<file path="src/rtl/rcps_pkg.sv">
// rcps_pkg: shared types and constants of the raycast column pixel source
// used by rcps_csr, rcps_front, rcps_divider and the top file, depends on nothing
package rcps_pkg;

   localparam int MAX_SCREEN_DIM = 4096;
   localparam int DIM_W = 13;
   localparam int COLOR_W = 24;
   localparam int STRIP_W = 22;
   localparam int DIVIDEND_W = 32;
   localparam int DIVISOR_W = 23;
   localparam int TEXEL_AXIS_W = 8;

   typedef enum logic [1:0] {
      KIND_CEILING = 2'd0,
      KIND_WALL    = 2'd1,
      KIND_FLOOR   = 2'd2
   } pixel_kind_type;

   typedef enum logic [1:0] {
      CSR_SCREEN_HEIGHT = 2'd0,
      CSR_SCREEN_WIDTH  = 2'd1,
      CSR_CEILING_COLOR = 2'd2,
      CSR_FLOOR_COLOR   = 2'd3
   } csr_index_type;

   typedef struct packed {
      logic [DIM_W-1:0]   screen_height;
      logic [DIM_W-1:0]   screen_width;
      logic [COLOR_W-1:0] ceiling_color;
      logic [COLOR_W-1:0] floor_color;
   } cfg_type;

   typedef struct packed {
      logic [11:0]        pixel_row;
      logic [11:0]        pixel_column;
      logic [STRIP_W-1:0] strip_height;
      logic               hit_vertical;
      logic [15:0]        hit_x;
      logic [15:0]        hit_y;
      logic [1:0]         texture_select;
   } req_type;

   typedef struct packed {
      logic                    write_enable;
      pixel_kind_type          pixel_kind;
      logic [23:0]             frame_address;
      logic [COLOR_W-1:0]      flat_color;
      logic [1:0]              texture_number;
      logic [TEXEL_AXIS_W-1:0] texel_x;
   } side_type;

   typedef struct packed {
      logic [DIVIDEND_W-1:0]   remainder;
      logic [DIVISOR_W-1:0]    divisor;
      logic [TEXEL_AXIS_W-1:0] quotient;
      logic                    saturate;
      logic                    nonzero;
   } div_type;

   typedef struct packed {
      side_type side;
      div_type  div;
   } div_item_type;

endpackage

</file>
<file path="src/rtl/rcps_ifs.sv">
// rcps_ifs: valid/ready channel interfaces for pixel requests, results and csr writes
// depends on nothing
interface rcps_req_if;
   logic        valid;
   logic        ready;
   logic [11:0] pixel_row;
   logic [11:0] pixel_column;
   logic [21:0] strip_height;
   logic        hit_vertical;
   logic [15:0] hit_x;
   logic [15:0] hit_y;
   logic [1:0]  texture_select;

   modport source (output valid, pixel_row, pixel_column, strip_height, hit_vertical,
                   hit_x, hit_y, texture_select, input ready);
   modport sink (input valid, pixel_row, pixel_column, strip_height, hit_vertical,
                 hit_x, hit_y, texture_select, output ready);
endinterface

interface rcps_rsp_if;
   logic        valid;
   logic        ready;
   logic        write_enable;
   logic [1:0]  pixel_kind;
   logic [23:0] frame_address;
   logic [23:0] flat_color;
   logic [1:0]  texture_number;
   logic [11:0] texel_index;

   modport source (output valid, write_enable, pixel_kind, frame_address, flat_color,
                   texture_number, texel_index, input ready);
   modport sink (input valid, write_enable, pixel_kind, frame_address, flat_color,
                 texture_number, texel_index, output ready);
endinterface

interface rcps_csr_if;
   logic        valid;
   logic        ready;
   logic [1:0]  index;
   logic [23:0] data;

   modport source (output valid, index, data, input ready);
   modport sink (input valid, index, data, output ready);
endinterface

</file>
<file path="src/rtl/rcps_csr.sv">
// rcps_csr: configuration registers written over the csr channel
// depends on rcps_pkg and rcps_ifs
module rcps_csr (
   input  logic              clock,
   input  logic              reset,
   rcps_csr_if.sink          csr_chan,
   output rcps_pkg::cfg_type cfg
);

   rcps_pkg::cfg_type cfg_ff;

   assign csr_chan.ready = 1'b1;
   assign cfg = cfg_ff;

   always_ff @(posedge clock) begin
      if (reset) begin
         cfg_ff.screen_height <= 13'd480;
         cfg_ff.screen_width  <= 13'd640;
         cfg_ff.ceiling_color <= 24'd0;
         cfg_ff.floor_color   <= 24'd0;
      end else if (csr_chan.valid) begin
         case (rcps_pkg::csr_index_type'(csr_chan.index))
            rcps_pkg::CSR_SCREEN_HEIGHT: cfg_ff.screen_height <= csr_chan.data[12:0];
            rcps_pkg::CSR_SCREEN_WIDTH:  cfg_ff.screen_width  <= csr_chan.data[12:0];
            rcps_pkg::CSR_CEILING_COLOR: cfg_ff.ceiling_color <= csr_chan.data;
            rcps_pkg::CSR_FLOOR_COLOR:   cfg_ff.floor_color   <= csr_chan.data;
            default: ;
         endcase
      end
   end

endmodule

</file>
<file path="src/rtl/rcps_front.sv">
// rcps_front: three pipeline stages that classify the pixel, form its address,
// reduce the texel column and set up the texel row division; depends on rcps_pkg
module rcps_front #(
   parameter int TILE_SIZE = 64
) (
   input  logic                       clock,
   input  logic                       reset,
   input  rcps_pkg::cfg_type          cfg,
   input  logic                       in_valid,
   output logic                       in_ready,
   input  rcps_pkg::req_type          in_item,
   output logic                       out_valid,
   input  logic                       out_ready,
   output rcps_pkg::div_item_type     out_item
);

   localparam logic [31:0] TILE_W32 = 32'(TILE_SIZE);

   typedef struct packed {
      logic                     write_enable;
      rcps_pkg::pixel_kind_type pixel_kind;
      logic [23:0]              flat_color;
      logic [1:0]               texture_number;
      logic [11:0]              row;
      logic [11:0]              col;
      logic [12:0]              height;
      logic [12:0]              width;
      logic [21:0]              strip;
      logic [20:0]              sample;
      logic [15:0]              coord;
   } f0_type;

   typedef struct packed {
      logic                     write_enable;
      rcps_pkg::pixel_kind_type pixel_kind;
      logic [23:0]              flat_color;
      logic [1:0]               texture_number;
      logic [11:0]              col;
      logic [21:0]              strip;
      logic [22:0]              pos;
      logic [20:0]              neg;
      logic [23:0]              row_base;
      logic [15:0]              coord_rem;
   } f1_type;

   f0_type f0_in, f0_ff;
   f1_type f1_in, f1_ff;
   rcps_pkg::div_item_type f2_in, f2_ff;
   logic v0_ff, v1_ff, v2_ff;
   logic r0, r1, r2;

   logic [12:0] h_sat, w_sat;
   logic [20:0] c512;
   logic        c_gt_s, c_ge_s, ceil_hit, floor_hit;
   logic [21:0] ceil_diff;
   logic [22:0] floor_sum;
   logic [8:0]  adj;
   logic [24:0] prod;
   logic [15:0] rem_a, rem_b;
   logic [22:0] n_val;

   assign r2 = !v2_ff || out_ready;
   assign r1 = !v1_ff || r2;
   assign r0 = !v0_ff || r1;
   assign in_ready = r0;
   assign out_valid = v2_ff;
   assign out_item = f2_ff;

   // classify
   always_comb begin
      h_sat = (cfg.screen_height > 13'(rcps_pkg::MAX_SCREEN_DIM)) ?
              13'(rcps_pkg::MAX_SCREEN_DIM) : cfg.screen_height;
      w_sat = (cfg.screen_width > 13'(rcps_pkg::MAX_SCREEN_DIM)) ?
              13'(rcps_pkg::MAX_SCREEN_DIM) : cfg.screen_width;
      c512 = {h_sat[12:1], 9'd0};
      c_gt_s = {1'b0, c512} > in_item.strip_height;
      c_ge_s = {1'b0, c512} >= in_item.strip_height;
      ceil_diff = {1'b0, c512} - in_item.strip_height;
      ceil_hit = c_gt_s && ({1'b0, in_item.pixel_row} < ceil_diff[21:9]);
      floor_sum = {2'b0, c512} + {1'b0, in_item.strip_height};
      floor_hit = {2'b0, in_item.pixel_row} >= floor_sum[22:9];
      adj = c_ge_s ? (9'd0 - in_item.strip_height[8:0]) : 9'd0;

      f0_in.write_enable = ({1'b0, in_item.pixel_row} < h_sat) &&
                           ({1'b0, in_item.pixel_column} < w_sat);
      f0_in.flat_color = 24'd0;
      f0_in.texture_number = 2'd0;
      if (floor_hit) begin
         f0_in.pixel_kind = rcps_pkg::KIND_FLOOR;
         f0_in.flat_color = cfg.floor_color;
      end else if (ceil_hit) begin
         f0_in.pixel_kind = rcps_pkg::KIND_CEILING;
         f0_in.flat_color = cfg.ceiling_color;
      end else begin
         f0_in.pixel_kind = rcps_pkg::KIND_WALL;
         f0_in.texture_number = in_item.texture_select;
      end
      f0_in.row = in_item.pixel_row;
      f0_in.col = in_item.pixel_column;
      f0_in.height = h_sat;
      f0_in.width = w_sat;
      f0_in.strip = in_item.strip_height;
      f0_in.sample = {in_item.pixel_row, adj};
      f0_in.coord = in_item.hit_vertical ? in_item.hit_y : in_item.hit_x;
   end

   // sample position, row base address, upper half of the texel column reduction
   always_comb begin
      prod = f0_ff.row * f0_ff.width;
      rem_a = f0_ff.coord;
      for (int i = 15; i >= 8; i--) begin
         if ({16'd0, rem_a} >= (TILE_W32 << i)) begin
            rem_a = rem_a - 16'(TILE_W32 << i);
         end
      end
      f1_in.write_enable = f0_ff.write_enable;
      f1_in.pixel_kind = f0_ff.pixel_kind;
      f1_in.flat_color = f0_ff.flat_color;
      f1_in.texture_number = f0_ff.texture_number;
      f1_in.col = f0_ff.col;
      f1_in.strip = f0_ff.strip;
      f1_in.pos = {2'b0, f0_ff.sample} + {1'b0, f0_ff.strip};
      f1_in.neg = {f0_ff.height, 8'd0};
      f1_in.row_base = prod[23:0];
      f1_in.coord_rem = rem_a;
   end

   // final address, lower half of the reduction, division setup
   always_comb begin
      rem_b = f1_ff.coord_rem;
      for (int i = 7; i >= 0; i--) begin
         if ({16'd0, rem_b} >= (TILE_W32 << i)) begin
            rem_b = rem_b - 16'(TILE_W32 << i);
         end
      end
      n_val = f1_ff.pos - {2'b0, f1_ff.neg};
      f2_in.side.write_enable = f1_ff.write_enable;
      f2_in.side.pixel_kind = f1_ff.pixel_kind;
      f2_in.side.frame_address = f1_ff.row_base + {12'd0, f1_ff.col};
      f2_in.side.flat_color = f1_ff.flat_color;
      f2_in.side.texture_number = f1_ff.texture_number;
      f2_in.side.texel_x = rem_b[7:0];
      f2_in.div.divisor = {f1_ff.strip, 1'b0};
      f2_in.div.remainder = {9'd0, n_val} * TILE_W32;
      f2_in.div.quotient = 8'd0;
      f2_in.div.nonzero = (f1_ff.pos > {2'b0, f1_ff.neg}) && (f1_ff.strip != 22'd0);
      f2_in.div.saturate = n_val >= {f1_ff.strip, 1'b0};
   end

   always_ff @(posedge clock) begin
      if (reset) begin
         v0_ff <= 1'b0;
         v1_ff <= 1'b0;
         v2_ff <= 1'b0;
      end else begin
         if (r0) v0_ff <= in_valid;
         if (r1) v1_ff <= v0_ff;
         if (r2) v2_ff <= v1_ff;
      end
   end

   always_ff @(posedge clock) begin
      if (r0) f0_ff <= f0_in;
      if (r1) f1_ff <= f1_in;
      if (r2) f2_ff <= f2_in;
   end

endmodule

</file>
<file path="src/rtl/rcps_divider.sv">
// rcps_divider: restoring division of the texel row, one quotient bit per stage
// depends on rcps_pkg
module rcps_divider #(
   parameter int TILE_SIZE = 64
) (
   input  logic                   clock,
   input  logic                   reset,
   input  logic                   in_valid,
   output logic                   in_ready,
   input  rcps_pkg::div_item_type in_item,
   output logic                   out_valid,
   input  logic                   out_ready,
   output rcps_pkg::div_item_type out_item
);

   localparam int QW = $clog2(TILE_SIZE);

   rcps_pkg::div_item_type src_item [QW+1];
   logic [QW:0]            src_valid;
   logic [QW:0]            stage_ready;
   rcps_pkg::div_item_type item_ff [QW];
   logic [QW-1:0]          valid_ff;

   assign src_item[0] = in_item;
   assign src_valid[0] = in_valid;
   assign stage_ready[QW] = out_ready;
   assign in_ready = stage_ready[0];
   assign out_valid = src_valid[QW];
   assign out_item = src_item[QW];

   for (genvar k = 0; k < QW; k++) begin : g_step
      localparam int SH = QW - 1 - k;
      rcps_pkg::div_item_type item_in;
      logic [31:0] trial;

      assign stage_ready[k] = !valid_ff[k] || stage_ready[k+1];
      assign src_item[k+1] = item_ff[k];
      assign src_valid[k+1] = valid_ff[k];

      always_comb begin
         item_in = src_item[k];
         trial = {9'd0, src_item[k].div.divisor} << SH;
         if (src_item[k].div.remainder >= trial) begin
            item_in.div.remainder = src_item[k].div.remainder - trial;
            item_in.div.quotient[SH] = 1'b1;
         end
      end

      always_ff @(posedge clock) begin
         if (reset) begin
            valid_ff[k] <= 1'b0;
         end else if (stage_ready[k]) begin
            valid_ff[k] <= src_valid[k];
         end
      end

      always_ff @(posedge clock) begin
         if (stage_ready[k]) item_ff[k] <= item_in;
      end
   end

endmodule

</file>
<file path="src/rtl/raycast_column_pixel_source_top.sv">
// raycast_column_pixel_source_top: csr block, front stages, texel row divider, output register
// depends on rcps_pkg, rcps_ifs, rcps_csr, rcps_front and rcps_divider
//
// channel    role    carries
// req_chan   sink    pixel row/column, strip height, wall hit, texture select
// rsp_chan   source  write enable, kind, frame address, flat color, texel
// csr_chan   sink    register index and write data, always ready
//
// one item per cycle unless rsp_chan stalls; an item passes through, in order:
// three front stages, one divider stage per texel row bit, one output register
// reset clears every valid bit and loads the register reset values
// each stage holds its item while the stage after it is full and stalled
module raycast_column_pixel_source_top #(
   parameter int TILE_SIZE = 64
) (
   input  logic     clock,
   input  logic     reset,
   rcps_req_if.sink   req_chan,
   rcps_rsp_if.source rsp_chan,
   rcps_csr_if.sink   csr_chan
);

   rcps_pkg::cfg_type      cfg;
   rcps_pkg::req_type      req_item;
   rcps_pkg::div_item_type front_item, div_item;
   logic front_valid, front_ready, div_valid, div_ready;

   logic [7:0]  ty;
   logic [16:0] texel_sum;
   logic        is_wall;

   logic                     valid_ff;
   logic                     we_ff, we_in;
   rcps_pkg::pixel_kind_type kind_ff, kind_in;
   logic [23:0]              addr_ff, addr_in;
   logic [23:0]              color_ff, color_in;
   logic [1:0]               tnum_ff, tnum_in;
   logic [11:0]              tidx_ff, tidx_in;

   assign req_item.pixel_row = req_chan.pixel_row;
   assign req_item.pixel_column = req_chan.pixel_column;
   assign req_item.strip_height = req_chan.strip_height;
   assign req_item.hit_vertical = req_chan.hit_vertical;
   assign req_item.hit_x = req_chan.hit_x;
   assign req_item.hit_y = req_chan.hit_y;
   assign req_item.texture_select = req_chan.texture_select;

   rcps_csr u_csr (
      .clock    (clock),
      .reset    (reset),
      .csr_chan (csr_chan),
      .cfg      (cfg)
   );

   rcps_front #(.TILE_SIZE(TILE_SIZE)) u_front (
      .clock     (clock),
      .reset     (reset),
      .cfg       (cfg),
      .in_valid  (req_chan.valid),
      .in_ready  (req_chan.ready),
      .in_item   (req_item),
      .out_valid (front_valid),
      .out_ready (front_ready),
      .out_item  (front_item)
   );

   rcps_divider #(.TILE_SIZE(TILE_SIZE)) u_divider (
      .clock     (clock),
      .reset     (reset),
      .in_valid  (front_valid),
      .in_ready  (front_ready),
      .in_item   (front_item),
      .out_valid (div_valid),
      .out_ready (div_ready),
      .out_item  (div_item)
   );

   assign div_ready = !valid_ff || rsp_chan.ready;

   // texel row saturation and result gating
   always_comb begin
      if (div_item.div.saturate && div_item.div.nonzero) begin
         ty = 8'(TILE_SIZE - 1);
      end else if (div_item.div.nonzero) begin
         ty = div_item.div.quotient;
      end else begin
         ty = 8'd0;
      end
      texel_sum = {9'd0, div_item.side.texel_x} + 17'(TILE_SIZE) * {9'd0, ty};
      is_wall = div_item.side.pixel_kind == rcps_pkg::KIND_WALL;
      we_in = div_item.side.write_enable;
      kind_in = we_in ? div_item.side.pixel_kind : rcps_pkg::KIND_CEILING;
      addr_in = we_in ? div_item.side.frame_address : 24'd0;
      color_in = we_in ? div_item.side.flat_color : 24'd0;
      tnum_in = we_in ? div_item.side.texture_number : 2'd0;
      tidx_in = (we_in && is_wall) ? texel_sum[11:0] : 12'd0;
   end

   always_ff @(posedge clock) begin
      if (reset) begin
         valid_ff <= 1'b0;
      end else if (div_ready) begin
         valid_ff <= div_valid;
      end
   end

   always_ff @(posedge clock) begin
      if (div_ready) begin
         we_ff <= we_in;
         kind_ff <= kind_in;
         addr_ff <= addr_in;
         color_ff <= color_in;
         tnum_ff <= tnum_in;
         tidx_ff <= tidx_in;
      end
   end

   assign rsp_chan.valid = valid_ff;
   assign rsp_chan.write_enable = we_ff;
   assign rsp_chan.pixel_kind = kind_ff;
   assign rsp_chan.frame_address = addr_ff;
   assign rsp_chan.flat_color = color_ff;
   assign rsp_chan.texture_number = tnum_ff;
   assign rsp_chan.texel_index = tidx_ff;

   a_offscreen_zero: assert property (@(posedge clock) disable iff (reset)
      (valid_ff && !we_ff) |-> (addr_ff == 24'd0 && color_ff == 24'd0 &&
                                tidx_ff == 12'd0 && tnum_ff == 2'd0 &&
                                kind_ff == rcps_pkg::KIND_CEILING))
      else $error("off-screen item carries nonzero fields");

   a_wall_no_color: assert property (@(posedge clock) disable iff (reset)
      (valid_ff && kind_ff == rcps_pkg::KIND_WALL) |-> (color_ff == 24'd0))
      else $error("wall item carries a flat color");

   a_flat_no_texel: assert property (@(posedge clock) disable iff (reset)
      (valid_ff && kind_ff != rcps_pkg::KIND_WALL) |-> (tidx_ff == 12'd0 && tnum_ff == 2'd0))
      else $error("ceiling or floor item carries texel data");

endmodule
</file>
<file path="src/flat_wrapper.sv">
// flat-port wrapper written by rule: the top's interface ports become plain ports
module raycast_column_pixel_source_top_flat 
#(
   parameter int TILE_SIZE = 64
)
  (clock, reset, req_chan_valid, req_chan_pixel_row, req_chan_pixel_column, req_chan_strip_height, req_chan_hit_vertical, req_chan_hit_x, req_chan_hit_y, req_chan_texture_select, req_chan_ready, rsp_chan_valid, rsp_chan_write_enable, rsp_chan_pixel_kind, rsp_chan_frame_address, rsp_chan_flat_color, rsp_chan_texture_number, rsp_chan_texel_index, rsp_chan_ready, csr_chan_valid, csr_chan_index, csr_chan_data, csr_chan_ready);
  rcps_req_if req_chan_i ();
  rcps_rsp_if rsp_chan_i ();
  rcps_csr_if csr_chan_i ();
  input  logic clock;
  input  logic reset;
  input wire logic [$bits(req_chan_i.valid)-1:0] req_chan_valid;
  input wire logic [$bits(req_chan_i.pixel_row)-1:0] req_chan_pixel_row;
  input wire logic [$bits(req_chan_i.pixel_column)-1:0] req_chan_pixel_column;
  input wire logic [$bits(req_chan_i.strip_height)-1:0] req_chan_strip_height;
  input wire logic [$bits(req_chan_i.hit_vertical)-1:0] req_chan_hit_vertical;
  input wire logic [$bits(req_chan_i.hit_x)-1:0] req_chan_hit_x;
  input wire logic [$bits(req_chan_i.hit_y)-1:0] req_chan_hit_y;
  input wire logic [$bits(req_chan_i.texture_select)-1:0] req_chan_texture_select;
  output wire logic [$bits(req_chan_i.ready)-1:0] req_chan_ready;
  output wire logic [$bits(rsp_chan_i.valid)-1:0] rsp_chan_valid;
  output wire logic [$bits(rsp_chan_i.write_enable)-1:0] rsp_chan_write_enable;
  output wire logic [$bits(rsp_chan_i.pixel_kind)-1:0] rsp_chan_pixel_kind;
  output wire logic [$bits(rsp_chan_i.frame_address)-1:0] rsp_chan_frame_address;
  output wire logic [$bits(rsp_chan_i.flat_color)-1:0] rsp_chan_flat_color;
  output wire logic [$bits(rsp_chan_i.texture_number)-1:0] rsp_chan_texture_number;
  output wire logic [$bits(rsp_chan_i.texel_index)-1:0] rsp_chan_texel_index;
  input wire logic [$bits(rsp_chan_i.ready)-1:0] rsp_chan_ready;
  input wire logic [$bits(csr_chan_i.valid)-1:0] csr_chan_valid;
  input wire logic [$bits(csr_chan_i.index)-1:0] csr_chan_index;
  input wire logic [$bits(csr_chan_i.data)-1:0] csr_chan_data;
  output wire logic [$bits(csr_chan_i.ready)-1:0] csr_chan_ready;
  assign req_chan_i.valid = req_chan_valid;
  assign req_chan_i.pixel_row = req_chan_pixel_row;
  assign req_chan_i.pixel_column = req_chan_pixel_column;
  assign req_chan_i.strip_height = req_chan_strip_height;
  assign req_chan_i.hit_vertical = req_chan_hit_vertical;
  assign req_chan_i.hit_x = req_chan_hit_x;
  assign req_chan_i.hit_y = req_chan_hit_y;
  assign req_chan_i.texture_select = req_chan_texture_select;
  assign req_chan_ready = req_chan_i.ready;
  assign rsp_chan_valid = rsp_chan_i.valid;
  assign rsp_chan_write_enable = rsp_chan_i.write_enable;
  assign rsp_chan_pixel_kind = rsp_chan_i.pixel_kind;
  assign rsp_chan_frame_address = rsp_chan_i.frame_address;
  assign rsp_chan_flat_color = rsp_chan_i.flat_color;
  assign rsp_chan_texture_number = rsp_chan_i.texture_number;
  assign rsp_chan_texel_index = rsp_chan_i.texel_index;
  assign rsp_chan_i.ready = rsp_chan_ready;
  assign csr_chan_i.valid = csr_chan_valid;
  assign csr_chan_i.index = csr_chan_index;
  assign csr_chan_i.data = csr_chan_data;
  assign csr_chan_ready = csr_chan_i.ready;
  raycast_column_pixel_source_top #(.TILE_SIZE(TILE_SIZE)) u_core (.clock(clock), .reset(reset), .req_chan(req_chan_i), .rsp_chan(rsp_chan_i), .csr_chan(csr_chan_i));
endmodule
</file>
<file path="config.mk">
export PLATFORM = sky130hd
export DESIGN_NAME = raycast_column_pixel_source_top_flat
export DESIGN_NICKNAME = d
export VERILOG_FILES = /design/src/rtl/rcps_pkg.sv /design/src/rtl/rcps_ifs.sv /design/src/rtl/rcps_csr.sv /design/src/rtl/rcps_front.sv /design/src/rtl/rcps_divider.sv /design/src/rtl/raycast_column_pixel_source_top.sv /design/src/flat_wrapper.sv
export SDC_FILE = /design/constraint.sdc
export NUM_CORES = 2
export LEC_CHECK = 0
export ABC_AREA = 1
export BUFFER_PORTS_ARGS = -buffer_cell sky130_fd_sc_hd__clkbuf_2
export CAP_MARGIN = 20
export CELL_PAD_IN_SITES_DETAIL_PLACEMENT = 1
export CELL_PAD_IN_SITES_GLOBAL_PLACEMENT = 1
export CORE_AREA = 2 2 287 359
export CTS_CLUSTER_DIAMETER = 60
export CTS_CLUSTER_SIZE = 12
export DETAILED_ROUTE_END_ITERATION = 8
export DIE_AREA = 0 0 289 361
export PLACE_DENSITY = 0.83
export SYNTH_ARGS = -nofsm -noshare
export SYNTH_HDL_FRONTEND = slang
export SYNTH_SLANG_ARGS = --single-unit
</file>
<file path="constraint.sdc">
create_clock -name clock -period 50.8 [get_ports clock]
set_input_delay 5.08 -clock clock [delete_from_list [all_inputs] [get_ports clock]]
set_output_delay 5.08 -clock clock [all_outputs]
set_load 0.05 [all_outputs]
</file>
==> impl_metrics.env <==
export IMPL_status="completed"
export IMPL_dieArea_um2=104000
export IMPL_power_per_cell_area_nw_per_um2=48.0
export IMPL_grt_usage=0.250
export IMPL_grt_max_degree=76
export IMPL_grt_pass1_wl_mm=202
export IMPL_p_sw_mw=0.930
export IMPL_crit_path_end_kind="output port"
export IMPL_cts_setup_buffers=0
export IMPL_period_needed_ns=16.69
export IMPL_holdPathStages=0
export IMPL_clock_skew_final_ns=0.0749
export IMPL_rsz0062_at_grt="false"
export IMPL_cts_tree="built"
export IMPL_drc=0
export IMPL_cpPeakStageDelay_ns=0.65
export IMPL_stdcell_count=6253
export IMPL_netlist_area_leader_share=0.591
export IMPL_holdWs_ns=0.413
export IMPL_start_kind="primary input"
export IMPL_ys_seq_area_frac=0.621
export IMPL_cts_num_sinks=1168
export IMPL_reg2reg_slack_ns=42.86
export IMPL_p_seq_frac=0.479
export IMPL_viasPerCell=5.47
export IMPL_yosys_area_top_type="edfxtp_1"
export IMPL_synth_edf_count=1084
export IMPL_chipHeight_um=361
export IMPL_tightest_slew_ns=0.949
export IMPL_die_x_um=289
export IMPL_clkLatencyLatePin_ns=0.74
export IMPL_synthTopCellsByCount="edfxtp_1, inv_1, nand2_1"
export IMPL_firstDrtPassIters=5
export IMPL_p_leak_nw=27.2
export IMPL_synth_cell_area_um2=55100
export IMPL_max_freq_ghz=0.0599
export IMPL_pin_count=180
export IMPL_ant_nets=0
export IMPL_ys_types=60
export IMPL_antenna_found_initial=7
export IMPL_p_comb_frac=0.263
export IMPL_reg2reg_depth=21
export IMPL_cp_required_ns=45.72
export IMPL_async_flop_share=0
export IMPL_place_ws_ns=34.26
export IMPL_place_inst=6068
export IMPL_switching_share=0.319
export IMPL_routed_wirelength_mm=129
export IMPL_drive_above_1_share=0.0821
export IMPL_hold_violations=0
export IMPL_ys_ff_latch=1168
export IMPL_clkPwrFrac=0.258
export IMPL_grt_overflow=0
export IMPL_cpMostUsedCell="nor2_1"
export IMPL_worstHoldStart="u_core.u_divider.item_ff[3][118]$_DFFE_PP_"
export IMPL_report_final_slew_viol_count=0
export IMPL_max_cap_violations=0
export IMPL_dpl_hpwl_mm=92.8
export IMPL_synth_cells=4638
export IMPL_fin_nets=5432
export IMPL_rr_startpoint="u_core.rsp_chan.valid$_SDFFE_PP0P_"
export IMPL_place_congestion=0.881
export IMPL_cp_max_fo=67
export IMPL_initial_core_util=0.548
export IMPL_crit_slowest_cell="buf_4"
export IMPL_holdPathEnd="u_core.u_divider.item_ff[4][118]$_DFFE_PP_"
export IMPL_yosysWarnings=0
export IMPL_first_iter_violations=1749
export IMPL_clk_pin_slew_ns=0.06
export IMPL_slew_headroom=0.367
export IMPL_grt_pass1_vias=37742
export IMPL_areaGrowthSynthToFinish_pct=10.1
export IMPL_wl_per_cell_um=20.7
export IMPL_fin_crit_sh=0.329
export IMPL_syn_avg_cell_area_um2=11.9
export IMPL_reg2reg_to="u_core.u_front.f1_ff[0]$_DFFE_PP_"
export IMPL_min_path_type="flip-flop to flip-flop"
export IMPL_setup_viol=0
export IMPL_fin_setup_tns_ns=0
export IMPL_synth_area_leaders="edfxtp_1, ha_1, inv_1"
export IMPL_ir_drop_uv=33.5
export IMPL_cts_made_buffers=108
export IMPL_std_cell_rows=130
export IMPL_clockBufferDepth=3
export IMPL_cts_root_buf="clkbuf_16"
export IMPL_io_buffers=176
export IMPL_coreArea_um2=101000
export IMPL_internal_power_mw=1.98
export IMPL_hold_buffers=0
export IMPL_synthFlopType="edfxtp_1"
export IMPL_crit_chain="clkbuf_2 > nor2_1 > inv_2 > buf_4 > nor2_1 > inv_2 > nor2_1 > inv_4 > nor2_1 > inv_4 > nor2_1 > inv_4 > nor2_1 > inv_4 > nor2_1 > inv_4 > nor2_1 > inv_4 > nor2_1 > nand2_4 > clkbuf_2"
export IMPL_setup_slack_ns=34.11
export IMPL_postCtsResizedCells=0
export IMPL_cts_max_level=3
export IMPL_arrival_ns=11.61
export IMPL_vias=34234
export IMPL_synth_most_common_cell="edfxtp_1"
export IMPL_crit_type="primary input to output port"
==> worst max-delay path: cells and delay by family <==
kind	cells	cell delay (ns)
buf+inv	11	4.47
simple gates	10	1.91
==> worst max-delay path by stage <==
| stage | startpoint | to | cells past startpoint |
|---|---|---|---|
| final | rsp_chan_ready | req_chan_ready | 21 |
| after global placement | rsp_chan_ready | req_chan_ready | 21 |
| after CTS | rsp_chan_ready | req_chan_ready | 21 |
| after global routing | rsp_chan_ready | req_chan_ready | 21 |
| after detailed placement | rsp_chan_ready | req_chan_ready | 21 |
| after floorplan | rsp_chan_ready | req_chan_ready | 18 |
==> cell families after synthesis <==
| kind of cell | share of synthesized area |
|---|---|
| adders and majority gates | 0.121 |
| buffers and inverters | 0.0595 |
| DFF | 0.621 |
| AOI/OAI and AO/OA | 0.0670 |
| muxes | 0.00306 |
| other | 0.0000680 |
| and+or+nand+nor | 0.0942 |
| xor gates and xnor gates | 0.0343 |
==> cell usage in the layout (no fill, tap or decap), types with 119 or more instances in the layout <==
master,instances
nand2_1,695
o21ai_0,214
fa_1,119
clkbuf_2,176
a21oi_1,343
xor2_1,134
edfxtp_1,1084
nor2_1,279
inv_1,756
ha_1,342
==> power groups by stage <==
stage,clock [mW],sequential (mW),combinational (mW)
after floorplan,0,1.37,0.552
after global placement,0,1.39,0.688
after detailed placement,0,1.41,0.747
after CTS,0.766,1.40,0.765
after global routing,0.797,1.41,0.855
final,0.751,1.40,0.766
==> registers in the layout, indices dropped and copies added (netlist names) <==
register	flops
u_core.rsp_chan.flat_color	24
u_core.rsp_chan.frame_address	24
u_core.rsp_chan.pixel_kind	2
u_core.rsp_chan.texel_index	12
u_core.rsp_chan.texture_number	2
u_core.rsp_chan.valid	1
u_core.rsp_chan.write_enable	1
u_core.u_csr.cfg	74
u_core.u_divider.item_ff	647
u_core.u_divider.out_valid	1
u_core.u_divider.src_valid	5
u_core.u_front.f0_ff	125
u_core.u_front.f1_ff	139
u_core.u_front.out_item	108
u_core.u_front.out_valid	1
u_core.u_front.v0_ff	1
u_core.u_front.v1_ff	1
==> cell type report <==
cell class,instances,area (µm²)
Clock inverter,10,204
Clock buffer,172,2960
Antenna cell,2,5.00
Fill cell,10253,39800
Inverter,780,2950
Multi-Input combinational cell,2599,17600
Sequential cell,1168,34200
Tap cell,1320,1650
Timing Repair Buffer,202,1090
==> layer usage <==
layer	part of all wire	vias to the layer above	global-route usage
met2	0.54	814	0.467
li1	-	16147	-
met4	0.038	8	0.103
met5	0.00040	-	0
met1	0.38	17006	0.285
met3	0.041	259	0.0338
==> through the flow <==
stage,utilization,power (mW),instance area [µm²]
final,0.604,2.91,60700
after global routing,0.604,3.06,60700
after CTS,0.604,2.93,60700
after detailed placement,0.572,2.16,57500
after global placement,0.572,2.08,57500
after floorplan,-,1.93,55100
Power figures use the tool's default switching activity.
